`src/design/xtv_pkg.sv`:
```
// ----------------------------------------------------------------------------
// xtv_pkg
// Shared types and constants for the XML tag value extractor.
// ----------------------------------------------------------------------------
package xtv_pkg;

  localparam int MAX_TAG   = 32;
  localparam int VAL_MAX   = 128;
  localparam int ROW_BYTES = 8;
  localparam int VAL_ROWS  = VAL_MAX / ROW_BYTES;
  localparam int ROW_W     = $clog2(VAL_ROWS);
  localparam int VCNT_W    = $clog2(VAL_MAX + 1);
  localparam int TCNT_W    = $clog2(MAX_TAG + 2);
  localparam int TIDX_W    = $clog2(MAX_TAG);
  localparam int TAG_WORDS = MAX_TAG / ROW_BYTES;
  localparam int WORD_W    = ROW_BYTES * 8;
  localparam int CFG_IDX_W = 3;

  localparam logic [7:0]  CH_LT       = 8'h3C;
  localparam logic [7:0]  CH_GT       = 8'h3E;
  localparam logic [7:0]  CH_SP       = 8'h20;
  localparam logic [15:0] TIMEOUT_RST = 16'd2000;

  localparam logic [1:0] OP_CHAR  = 2'd0;
  localparam logic [1:0] OP_TICK  = 2'd1;
  localparam logic [1:0] OP_CLOSE = 2'd2;

  localparam logic [CFG_IDX_W-1:0] REG_TAG_LOW   = 3'd0;
  localparam logic [CFG_IDX_W-1:0] REG_TAG_MID   = 3'd1;
  localparam logic [CFG_IDX_W-1:0] REG_TAG_UPPER = 3'd2;
  localparam logic [CFG_IDX_W-1:0] REG_TAG_TOP   = 3'd3;
  localparam logic [CFG_IDX_W-1:0] REG_TAG_LEN   = 3'd4;
  localparam logic [CFG_IDX_W-1:0] REG_TIMEOUT   = 3'd5;

  localparam logic ST_FOUND = 1'b0;
  localparam logic ST_EMPTY = 1'b1;

  typedef struct packed {
    logic [1:0] op;
    logic [7:0] char_in;
  } in_t;

  typedef struct packed {
    logic              status;
    logic [WORD_W-1:0] chunk;
    logic [3:0]        chunk_bytes;
    logic              last;
  } out_t;

  typedef struct packed {
    logic              status;
    logic [VCNT_W-1:0] count;
    logic [WORD_W-1:0] tail;
  } req_t;

  typedef struct packed {
    logic              en;
    logic [ROW_W-1:0]  addr;
    logic [WORD_W-1:0] data;
  } ram_wr_t;

endpackage

```
`src/design/xtv_ram.sv`:
```
// ----------------------------------------------------------------------------
// xtv_ram
// Simple dual-port RAM, one write port, one registered read port.
// ----------------------------------------------------------------------------
module xtv_ram #(
  parameter int DEPTH = 16,
  parameter int WIDTH = 64
) (
  input  logic                     clk,
  input  logic                     wr_en,
  input  logic [$clog2(DEPTH)-1:0] wr_addr,
  input  logic [WIDTH-1:0]         wr_data,
  input  logic                     rd_en,
  input  logic [$clog2(DEPTH)-1:0] rd_addr,
  output logic [WIDTH-1:0]         rd_data
);

  logic [WIDTH-1:0] mem [DEPTH];

  always_ff @(posedge clk) begin
    if (wr_en) begin
      mem[wr_addr] <= wr_data;
    end
  end

  always_ff @(posedge clk) begin
    if (rd_en) begin
      rd_data <= mem[rd_addr];
    end
  end

endmodule

```
`src/design/xtv_parser.sv`:
```
// ----------------------------------------------------------------------------
// xtv_parser
// Tag matcher, value capture and idle timer; holds the config registers.
// ----------------------------------------------------------------------------
module xtv_parser (
  input  logic                         clk,
  input  logic                         rst,
  input  logic                         take,
  input  xtv_pkg::in_t                 item,
  input  logic                         cfg_wr,
  input  logic [xtv_pkg::CFG_IDX_W-1:0] cfg_index,
  input  logic [xtv_pkg::WORD_W-1:0]   cfg_data,
  output xtv_pkg::ram_wr_t             ram_wr,
  output logic                         req_valid,
  output xtv_pkg::req_t                req
);

  logic [xtv_pkg::WORD_W-1:0] tag_chars [xtv_pkg::TAG_WORDS];
  logic [5:0]  tag_length;
  logic [15:0] timeout_ticks;

  logic                        in_tag, in_tag_next;
  logic                        in_value, in_value_next;
  logic [xtv_pkg::TCNT_W-1:0]  tag_count, tag_count_next;
  logic                        tag_mismatch, tag_mismatch_next;
  logic [xtv_pkg::VCNT_W-1:0]  value_count, value_count_next;
  logic [15:0]                 idle_ticks, idle_ticks_next;
  logic [xtv_pkg::WORD_W-1:0]  row_buf, row_buf_next;

  logic [5:0]                  len;
  logic [xtv_pkg::TIDX_W-1:0]  tidx;
  logic [7:0]                  tchar;
  logic [15:0]                 idle_inc;
  logic                        restart;
  logic [7:0]                  c;

  assign c     = item.char_in;
  assign len   = (tag_length > 6'(xtv_pkg::MAX_TAG)) ? 6'(xtv_pkg::MAX_TAG) : tag_length;
  assign tidx  = tag_count[xtv_pkg::TIDX_W-1:0];
  assign tchar = tag_chars[tidx[xtv_pkg::TIDX_W-1:3]][{tidx[2:0], 3'b000} +: 8];
  assign idle_inc = (idle_ticks == 16'hFFFF) ? idle_ticks : idle_ticks + 16'd1;

  always_comb begin
    in_tag_next       = in_tag;
    in_value_next     = in_value;
    tag_count_next    = tag_count;
    tag_mismatch_next = tag_mismatch;
    value_count_next  = value_count;
    idle_ticks_next   = idle_ticks;
    row_buf_next      = row_buf;
    restart           = 1'b0;
    ram_wr            = '0;
    req_valid         = 1'b0;
    req.status        = xtv_pkg::ST_FOUND;
    req.count         = value_count;
    req.tail          = row_buf;
    if (take) begin
      case (item.op)
        xtv_pkg::OP_TICK: begin
          if (idle_inc > timeout_ticks) begin
            req_valid  = 1'b1;
            req.status = xtv_pkg::ST_EMPTY;
            req.count  = '0;
            restart    = 1'b1;
          end else begin
            idle_ticks_next = idle_inc;
          end
        end
        xtv_pkg::OP_CLOSE: begin
          req_valid  = 1'b1;
          req.status = xtv_pkg::ST_EMPTY;
          req.count  = '0;
          restart    = 1'b1;
        end
        xtv_pkg::OP_CHAR: begin
          idle_ticks_next = '0;
          if (c == xtv_pkg::CH_LT) begin
            if (in_value) begin
              req_valid = 1'b1;
              restart   = 1'b1;
            end else begin
              in_tag_next       = 1'b1;
              tag_count_next    = '0;
              tag_mismatch_next = 1'b0;
              value_count_next  = '0;
            end
          end else if (c == xtv_pkg::CH_GT) begin
            if (!tag_mismatch && tag_count == len) begin
              in_value_next = 1'b1;
            end
            in_tag_next = 1'b0;
          end else begin
            if (in_tag) begin
              if (c == xtv_pkg::CH_SP || tag_count > len) begin
                in_tag_next = 1'b0;
              end else begin
                if (tag_count >= len || tchar != c) begin
                  tag_mismatch_next = 1'b1;
                end
                tag_count_next = tag_count + 1'b1;
              end
            end
            if (in_value) begin
              if (value_count < xtv_pkg::VCNT_W'(xtv_pkg::VAL_MAX)) begin
                row_buf_next[{value_count[2:0], 3'b000} +: 8] = c;
                value_count_next = value_count + 1'b1;
                if (value_count[2:0] == 3'b111) begin
                  ram_wr.en   = 1'b1;
                  ram_wr.addr = xtv_pkg::ROW_W'(value_count >> 3);
                  ram_wr.data = row_buf_next;
                end
              end else begin
                in_value_next     = 1'b0;
                value_count_next  = '0;
                tag_mismatch_next = 1'b1;
              end
            end
          end
        end
        default: begin
        end
      endcase
    end
    if (restart) begin
      in_tag_next       = 1'b0;
      in_value_next     = 1'b0;
      tag_count_next    = '0;
      tag_mismatch_next = 1'b0;
      value_count_next  = '0;
      idle_ticks_next   = '0;
    end
  end

  always_ff @(posedge clk) begin
    if (rst) begin
      in_tag       <= 1'b0;
      in_value     <= 1'b0;
      tag_count    <= '0;
      tag_mismatch <= 1'b0;
      value_count  <= '0;
      idle_ticks   <= '0;
    end else begin
      in_tag       <= in_tag_next;
      in_value     <= in_value_next;
      tag_count    <= tag_count_next;
      tag_mismatch <= tag_mismatch_next;
      value_count  <= value_count_next;
      idle_ticks   <= idle_ticks_next;
    end
  end

  always_ff @(posedge clk) begin
    row_buf <= row_buf_next;
  end

  always_ff @(posedge clk) begin
    if (rst) begin
      tag_chars     <= '{default: '0};
      tag_length    <= '0;
      timeout_ticks <= xtv_pkg::TIMEOUT_RST;
    end else if (cfg_wr) begin
      case (cfg_index)
        xtv_pkg::REG_TAG_LOW:   tag_chars[0]  <= cfg_data;
        xtv_pkg::REG_TAG_MID:   tag_chars[1]  <= cfg_data;
        xtv_pkg::REG_TAG_UPPER: tag_chars[2]  <= cfg_data;
        xtv_pkg::REG_TAG_TOP:   tag_chars[3]  <= cfg_data;
        xtv_pkg::REG_TAG_LEN:   tag_length    <= cfg_data[5:0];
        xtv_pkg::REG_TIMEOUT:   timeout_ticks <= cfg_data[15:0];
        default: begin
        end
      endcase
    end
  end

endmodule

```
`src/design/xtv_emitter.sv`:
```
// ----------------------------------------------------------------------------
// xtv_emitter
// Result sequencer: reads stored rows and drives the output register.
// ----------------------------------------------------------------------------
module xtv_emitter (
  input  logic                        clk,
  input  logic                        rst,
  input  logic                        req_valid,
  input  xtv_pkg::req_t               req,
  output logic                        busy,
  output logic                        rd_en,
  output logic [xtv_pkg::ROW_W-1:0]   rd_addr,
  input  logic [xtv_pkg::WORD_W-1:0]  rd_data,
  output logic                        out_valid,
  input  logic                        out_stall,
  output xtv_pkg::out_t               out_data
);

  localparam logic [1:0] S_IDLE = 2'd0;
  localparam logic [1:0] S_RD   = 2'd1;
  localparam logic [1:0] S_LD   = 2'd2;

  logic [1:0]                  state;
  logic                        job_valid;
  xtv_pkg::req_t               job;
  logic [xtv_pkg::ROW_W-1:0]   k;

  logic                        out_free;
  logic [xtv_pkg::VCNT_W-1:0]  full_rows;
  logic [xtv_pkg::VCNT_W-1:0]  last_k;
  logic                        is_full;
  logic                        is_last;
  logic [xtv_pkg::WORD_W-1:0]  tail_masked;
  xtv_pkg::out_t               ld_word;
  xtv_pkg::out_t               empty_word;

  assign busy      = job_valid;
  assign out_free  = !out_valid || !out_stall;
  assign full_rows = job.count >> 3;
  assign last_k    = (job.count - 1'b1) >> 3;
  assign is_full   = xtv_pkg::VCNT_W'(k) < full_rows;
  assign is_last   = xtv_pkg::VCNT_W'(k) == last_k;
  assign rd_en     = (state == S_RD);
  assign rd_addr   = k;

  always_comb begin
    tail_masked = '0;
    for (int b = 0; b < xtv_pkg::ROW_BYTES; b++) begin
      if (3'(b) < job.count[2:0]) begin
        tail_masked[b*8 +: 8] = job.tail[b*8 +: 8];
      end
    end
  end

  always_comb begin
    ld_word.status      = job.status;
    ld_word.chunk       = is_full ? rd_data : tail_masked;
    ld_word.chunk_bytes = is_full ? 4'(xtv_pkg::ROW_BYTES) : {1'b0, job.count[2:0]};
    ld_word.last        = is_last;
    empty_word.status      = job.status;
    empty_word.chunk       = '0;
    empty_word.chunk_bytes = '0;
    empty_word.last        = 1'b1;
  end

  always_ff @(posedge clk) begin
    if (rst) begin
      state     <= S_IDLE;
      job_valid <= 1'b0;
      out_valid <= 1'b0;
    end else begin
      if (out_valid && !out_stall) begin
        out_valid <= 1'b0;
      end
      case (state)
        S_IDLE: begin
          if (req_valid) begin
            job       <= req;
            job_valid <= 1'b1;
          end else if (job_valid) begin
            if (job.count == '0) begin
              if (out_free) begin
                out_data  <= empty_word;
                out_valid <= 1'b1;
                job_valid <= 1'b0;
              end
            end else begin
              k     <= '0;
              state <= S_RD;
            end
          end
        end
        S_RD: begin
          state <= S_LD;
        end
        S_LD: begin
          if (out_free) begin
            out_data  <= ld_word;
            out_valid <= 1'b1;
            if (is_last) begin
              job_valid <= 1'b0;
              state     <= S_IDLE;
            end else begin
              k     <= k + 1'b1;
              state <= S_RD;
            end
          end
        end
        default: begin
          state <= S_IDLE;
        end
      endcase
    end
  end

  a_rd_then_ld: assert property (@(posedge clk) disable iff (rst)
    state == S_RD |=> state == S_LD)
    else $error("row read not followed by load");

  a_busy_job: assert property (@(posedge clk) disable iff (rst)
    state != S_IDLE |-> job_valid)
    else $error("sequencer active without a job");

  a_req_free: assert property (@(posedge clk) disable iff (rst)
    req_valid |-> !job_valid)
    else $error("result request while a job is pending");

  a_empty_word: assert property (@(posedge clk) disable iff (rst)
    out_valid && out_data.status == xtv_pkg::ST_EMPTY |->
      out_data.chunk_bytes == 4'd0 && out_data.last)
    else $error("empty result carries data");

  a_next_chunk: assert property (@(posedge clk) disable iff (rst)
    state == S_LD && out_free && !is_last |=>
      state == S_RD && k == xtv_pkg::ROW_W'($past(k) + 1'b1))
    else $error("chunk index did not advance");

endmodule

```
`src/design/xml_tag_value_extractor.sv`:
```
// ----------------------------------------------------------------------------
// xml_tag_value_extractor
// Finds a configured XML tag in a character stream and returns its value
// as packed 8-byte chunks.
//
//   channel | dir | handshake          | word
//   in      | in  | in_valid/in_stall  | op, char_in
//   out     | out | out_valid/out_stall| status, chunk, chunk_bytes, last
//   cfg     | in  | cfg_valid/cfg_ready| cfg_index, cfg_data
//
// One input word per cycle while scanning.
// An empty result is latched as a job, then loaded into the output register;
// a value of n chars is latched, then sent as ceil(n/8) chunks (row read, load).
// Input stalls until the last chunk sits in the output register.
// Synchronous reset, no clearing pass; value RAM contents are don't-care.
// Output stall freezes the sequencer at the load step.
// ----------------------------------------------------------------------------
module xml_tag_value_extractor (
  input  logic                          clk,
  input  logic                          rst,
  input  logic                          in_valid,
  output logic                          in_stall,
  input  xtv_pkg::in_t                  in_data,
  output logic                          out_valid,
  input  logic                          out_stall,
  output xtv_pkg::out_t                 out_data,
  input  logic                          cfg_valid,
  output logic                          cfg_ready,
  input  logic [xtv_pkg::CFG_IDX_W-1:0] cfg_index,
  input  logic [xtv_pkg::WORD_W-1:0]    cfg_data
);

  logic                        take;
  logic                        busy;
  xtv_pkg::ram_wr_t            ram_wr;
  logic                        req_valid;
  xtv_pkg::req_t               req;
  logic                        rd_en;
  logic [xtv_pkg::ROW_W-1:0]   rd_addr;
  logic [xtv_pkg::WORD_W-1:0]  rd_data;

  assign cfg_ready = 1'b1;
  assign in_stall  = busy;
  assign take      = in_valid && !busy;

  xtv_parser u_parser (
    .clk       (clk),
    .rst       (rst),
    .take      (take),
    .item      (in_data),
    .cfg_wr    (cfg_valid && cfg_ready),
    .cfg_index (cfg_index),
    .cfg_data  (cfg_data),
    .ram_wr    (ram_wr),
    .req_valid (req_valid),
    .req       (req)
  );

  xtv_ram #(
    .DEPTH (xtv_pkg::VAL_ROWS),
    .WIDTH (xtv_pkg::WORD_W)
  ) u_ram (
    .clk     (clk),
    .wr_en   (ram_wr.en),
    .wr_addr (ram_wr.addr),
    .wr_data (ram_wr.data),
    .rd_en   (rd_en),
    .rd_addr (rd_addr),
    .rd_data (rd_data)
  );

  xtv_emitter u_emitter (
    .clk       (clk),
    .rst       (rst),
    .req_valid (req_valid),
    .req       (req),
    .busy      (busy),
    .rd_en     (rd_en),
    .rd_addr   (rd_addr),
    .rd_data   (rd_data),
    .out_valid (out_valid),
    .out_stall (out_stall),
    .out_data  (out_data)
  );

endmodule

```
`config.mk`:
```
export PLATFORM = sky130hd
export DESIGN_NAME = xml_tag_value_extractor
export DESIGN_NICKNAME = d
export VERILOG_FILES = /design/src/design/xtv_pkg.sv /design/src/design/xtv_ram.sv /design/src/design/xtv_parser.sv /design/src/design/xtv_emitter.sv /design/src/design/xml_tag_value_extractor.sv
export SDC_FILE = /design/constraint.sdc
export NUM_CORES = 2
export LEC_CHECK = 0
export BUFFER_PORTS_ARGS = -buffer_cell sky130_fd_sc_hd__buf_2
export CAP_MARGIN = 20
export CORE_AREA = 2 2 445 226
export DETAILED_ROUTE_END_ITERATION = 10
export DIE_AREA = 0 0 447 228
export PLACE_DENSITY = 0.78
export SYNTH_ARGS = -nofsm -noshare
export SYNTH_HDL_FRONTEND = slang
export SYNTH_SLANG_ARGS = --single-unit
```
`constraint.sdc`:
```
create_clock -name clk -period 19.2 [get_ports clk]
set_input_delay 3.84 -clock clk [delete_from_list [all_inputs] [get_ports clk]]
set_output_delay 3.84 -clock clk [all_outputs]
set_load 0.05 [all_outputs]
```
==> run_results.csv <==
group,metric,value,unit
outcome,outcome,"finished, final reports clean",
sta,drv_slew,0,
clock_tree,numCtsBuffers,136,
layout,fin_nets,4152,
logic_synthesis,synth_seq_cells,1606,
detailed_routing,wl_met1,67500,um
clock_tree,cts_max_path_buffers,3,
die,dieWidth,447,um
detailed_routing,ant_nets,0,
logic_synthesis,synth.top_cell.area_share,61.3,%
logic_synthesis,async_reset_ff_share,0,%
layout,layout-drive-gt1-share,20.7,%
detailed_routing,route.vias.total,36798,
die,io_pins,155,
placement,pre_cts_ws,10.84,ns
sta,maxSlewHeadroom,24.3,%
logic_synthesis,ys_seq_area_share,71.2,%
logic_synthesis,syn_area_per_cell,16.2,um2
global_route,grt_usage,32.6,%
sta,hold_viol,0,
sta,fin_skew,0.0399,ns
layout,diodes,0,
logic_synthesis,syn_nets,4017,
critical_path,worstPathArrival,8.03,ns
clock_tree,cts_resized,0,
logic_synthesis,yosys_warnings,0,
global_route,overflow,0,
clock_tree,numClockSinks,1606,
clock_tree,cts.clk_slew.worst_paths,0.07,ns
critical_path,criticalPathCategory,"input port to flop",
clock_tree,ctsHoldBuffers,0,
sta,finalSetupViolCount,0,
detailed_routing,drt-initial-drc-count,6332,
layout,final_cell_mix,"1291 x edfxtp_1, 665 x nand2_1, 357 x mux4_2",
placement,placement.io_buffers,153,
clock_tree,clk_latency,0.78,ns
global_route,antenna_found_initial,8,
placement,dp_cells,5219,
detailed_routing,met3_length,23200,um
global_route,grt_pass1_wl,239000,um
logic_synthesis,ys_top_cells_by_area,"edfxtp_1 61%, mux4_2 13%, dfxtp_1 10%, nand2_1 3.9%, a21oi_1 2.4%",
detailed_routing,wire_per_inst,29.9,um
die,die_h,228,um
detailed_routing,drc,0,
sta,worstMarginPinSlew,1.13,ns
critical_path,worstPathMaxFanout,43,
global_route,grt_max_degree,121,
layout,final_common_cell,"edfxtp_1",
die,start_util,64.1,%
sta,grt_setup_unrepaired,"no",
layout,syn_to_final_growth,10.8,%
power_and_ir_drop,leakage,0.0194,uW
global_route,grt_pass1_vias,34696,
clock_tree,root_buffer,"clkbuf_16",
sta,setup_slack,11.55,ns
power_and_ir_drop,ir_drop,0.0903,mV
detailed_routing,highest_layer,"met5",
worst_hold_path,min_path_cells,0,
layout,fin_util,71.1,%
layout,instances_no_fill,5482,
logic_synthesis,syn_area,63300,um2
sta,period_share,39.8,%
logic_synthesis,netlist_instances,3895,
logic_synthesis,synth_top_area_cell,"edfxtp_1",
critical_path,critPathRequiredTime,19.58,ns
critical_path,worstSetupEndpointType,"flop",
power_and_ir_drop,power_density,95.6,nW/um2
detailed_routing,drt_first_pass_iters,7,
clock_tree,htreeDepth,4,
flow_run,cap_violations,0,
die,core-area,98700,um2
critical_path,reg2regPathDepth,15,
sta,fmax,0.131,GHz
detailed_routing,wl,164000,um
sta,setup_tns,0,ns
critical_path,worstSetupStartpointType,"input port",
detailed_routing,wl_met2,70000,um
logic_synthesis,yosys.cell_types.count,69,
detailed_routing,vias_per_cell,6.71,
die,dieArea,102000,um2
sta,period_needed,7.65,ns
placement,hpwlAfterDp,95200,um
logic_synthesis,synth_edf_count,1291,
worst_hold_path,hold_path.class,"flop to flop",
power_and_ir_drop,p_total,6700,uW
clock_tree,cts_tree,"yes",
die,rows,82,
logic_synthesis,synth_ff_type,"edfxtp_1",
clock_tree,cts_setup_buffers,0,
placement,routabilityCongestion,0.871,
[metal layers]
metal | up-vias | global-route usage [%]
met5 | - | 0
met4 | 4 | 7.36
met3 | 249 | 9.93
met2 | 2713 | 44.1
met1 | 18622 | 52.4
li1 | 15210 | -
[worst paths after layout]
check	from	end	slack (ns)
setup / recovery	in_data[9]	u_ram.mem[7][30]	11.55
hold / removal	u_parser.row_buf[28]	u_emitter.job[28]	0.43
setup reg to reg	u_parser.idle_ticks[0]	u_emitter.job[39]	14.03
hold reg to reg	u_parser.row_buf[28]	u_emitter.job[28]	0.43
[flip-flops by register name (all words and copies together) (netlist names), 16 cells and up]
signal	cells
u_parser.row_buf	64
u_ram.mem	1024
u_parser.tag_chars	256
u_parser.idle_ticks	16
u_emitter.job	59
u_emitter.out_data	70
u_parser.timeout_ticks	16
u_ram.rd_data	64
[cells in the mapped netlist, drive strengths merged (6+ instances only)]
cell type,n
clkbuf,166
nand3,41
nand4,13
and3,11
mux2i,67
nor3,26
xor2,14
a22o,57
nor4b,6
nor2,74
mux4,357
o21ai,67
o22ai,6
and2,17
ha,40
nor2b,86
nand2b,18
dfxtp,315
o21a,6
inv,31
a31oi,12
nor4,7
o211ai,14
a21oi,305
xnor2,17
edfxtp,1291
nand2,665
mux2,17
or2,6
a22oi,24
a21o,6
buf,70
[through the flow]
step | cell area [um2] | hold WS, ns
4_1_cts | 69900 | 0.424
3_5_place_dp | 65400 | 0.430
5_1_grt | 70100 | 0.447
6_report | 70100 | 0.432
2_1_floorplan | 63300 | 0.400
3_3_place_gp | 65400 | 0.410
[report_power, final]
group          internal, uW  switching, uW  total, uW
combinational          41.8           94.3        136
sequential             3720           10.0       3730
clock                  1570           1260       2830
[logic make-up after synthesis]
group / count (synthesis) / synth area share [%]
muxes: 441 / 14.1
DFF: 1606 / 71.2
adders and majority gates: 40 / 0.791
xor gates and xnor gates: 31 / 0.429
AOI/OAI and AO/OA: 517 / 4.82
buffers and inverters: 268 / 1.77
other: 1 / 0.00593
and+or+nand+nor: 991 / 6.88
[worst max-delay path: stages]
cell	delay, ns
buf_2	0.12
inv_1	0.07
ha_1	0.54
nand2_1	0.26
a31oi_1	0.46
nand4_1	0.20
buf_4	0.28
inv_1	0.11
nand3_1	0.31
nor2_4	0.91
buf_4	0.85
[area by class of cell]
cell class / instances / area (um2)
Clock buffer: 179 / 3750
Clock inverter: 67 / 739
Fill cell: 5989 / 28600
Inverter: 32 / 120
Multi-Input combinational cell: 2021 / 17300
Sequential cell: 1606 / 45100
Tap cell: 1344 / 1680
Timing Repair Buffer: 233 / 1500
Note: power is estimated with default switching activity, not from simulation.
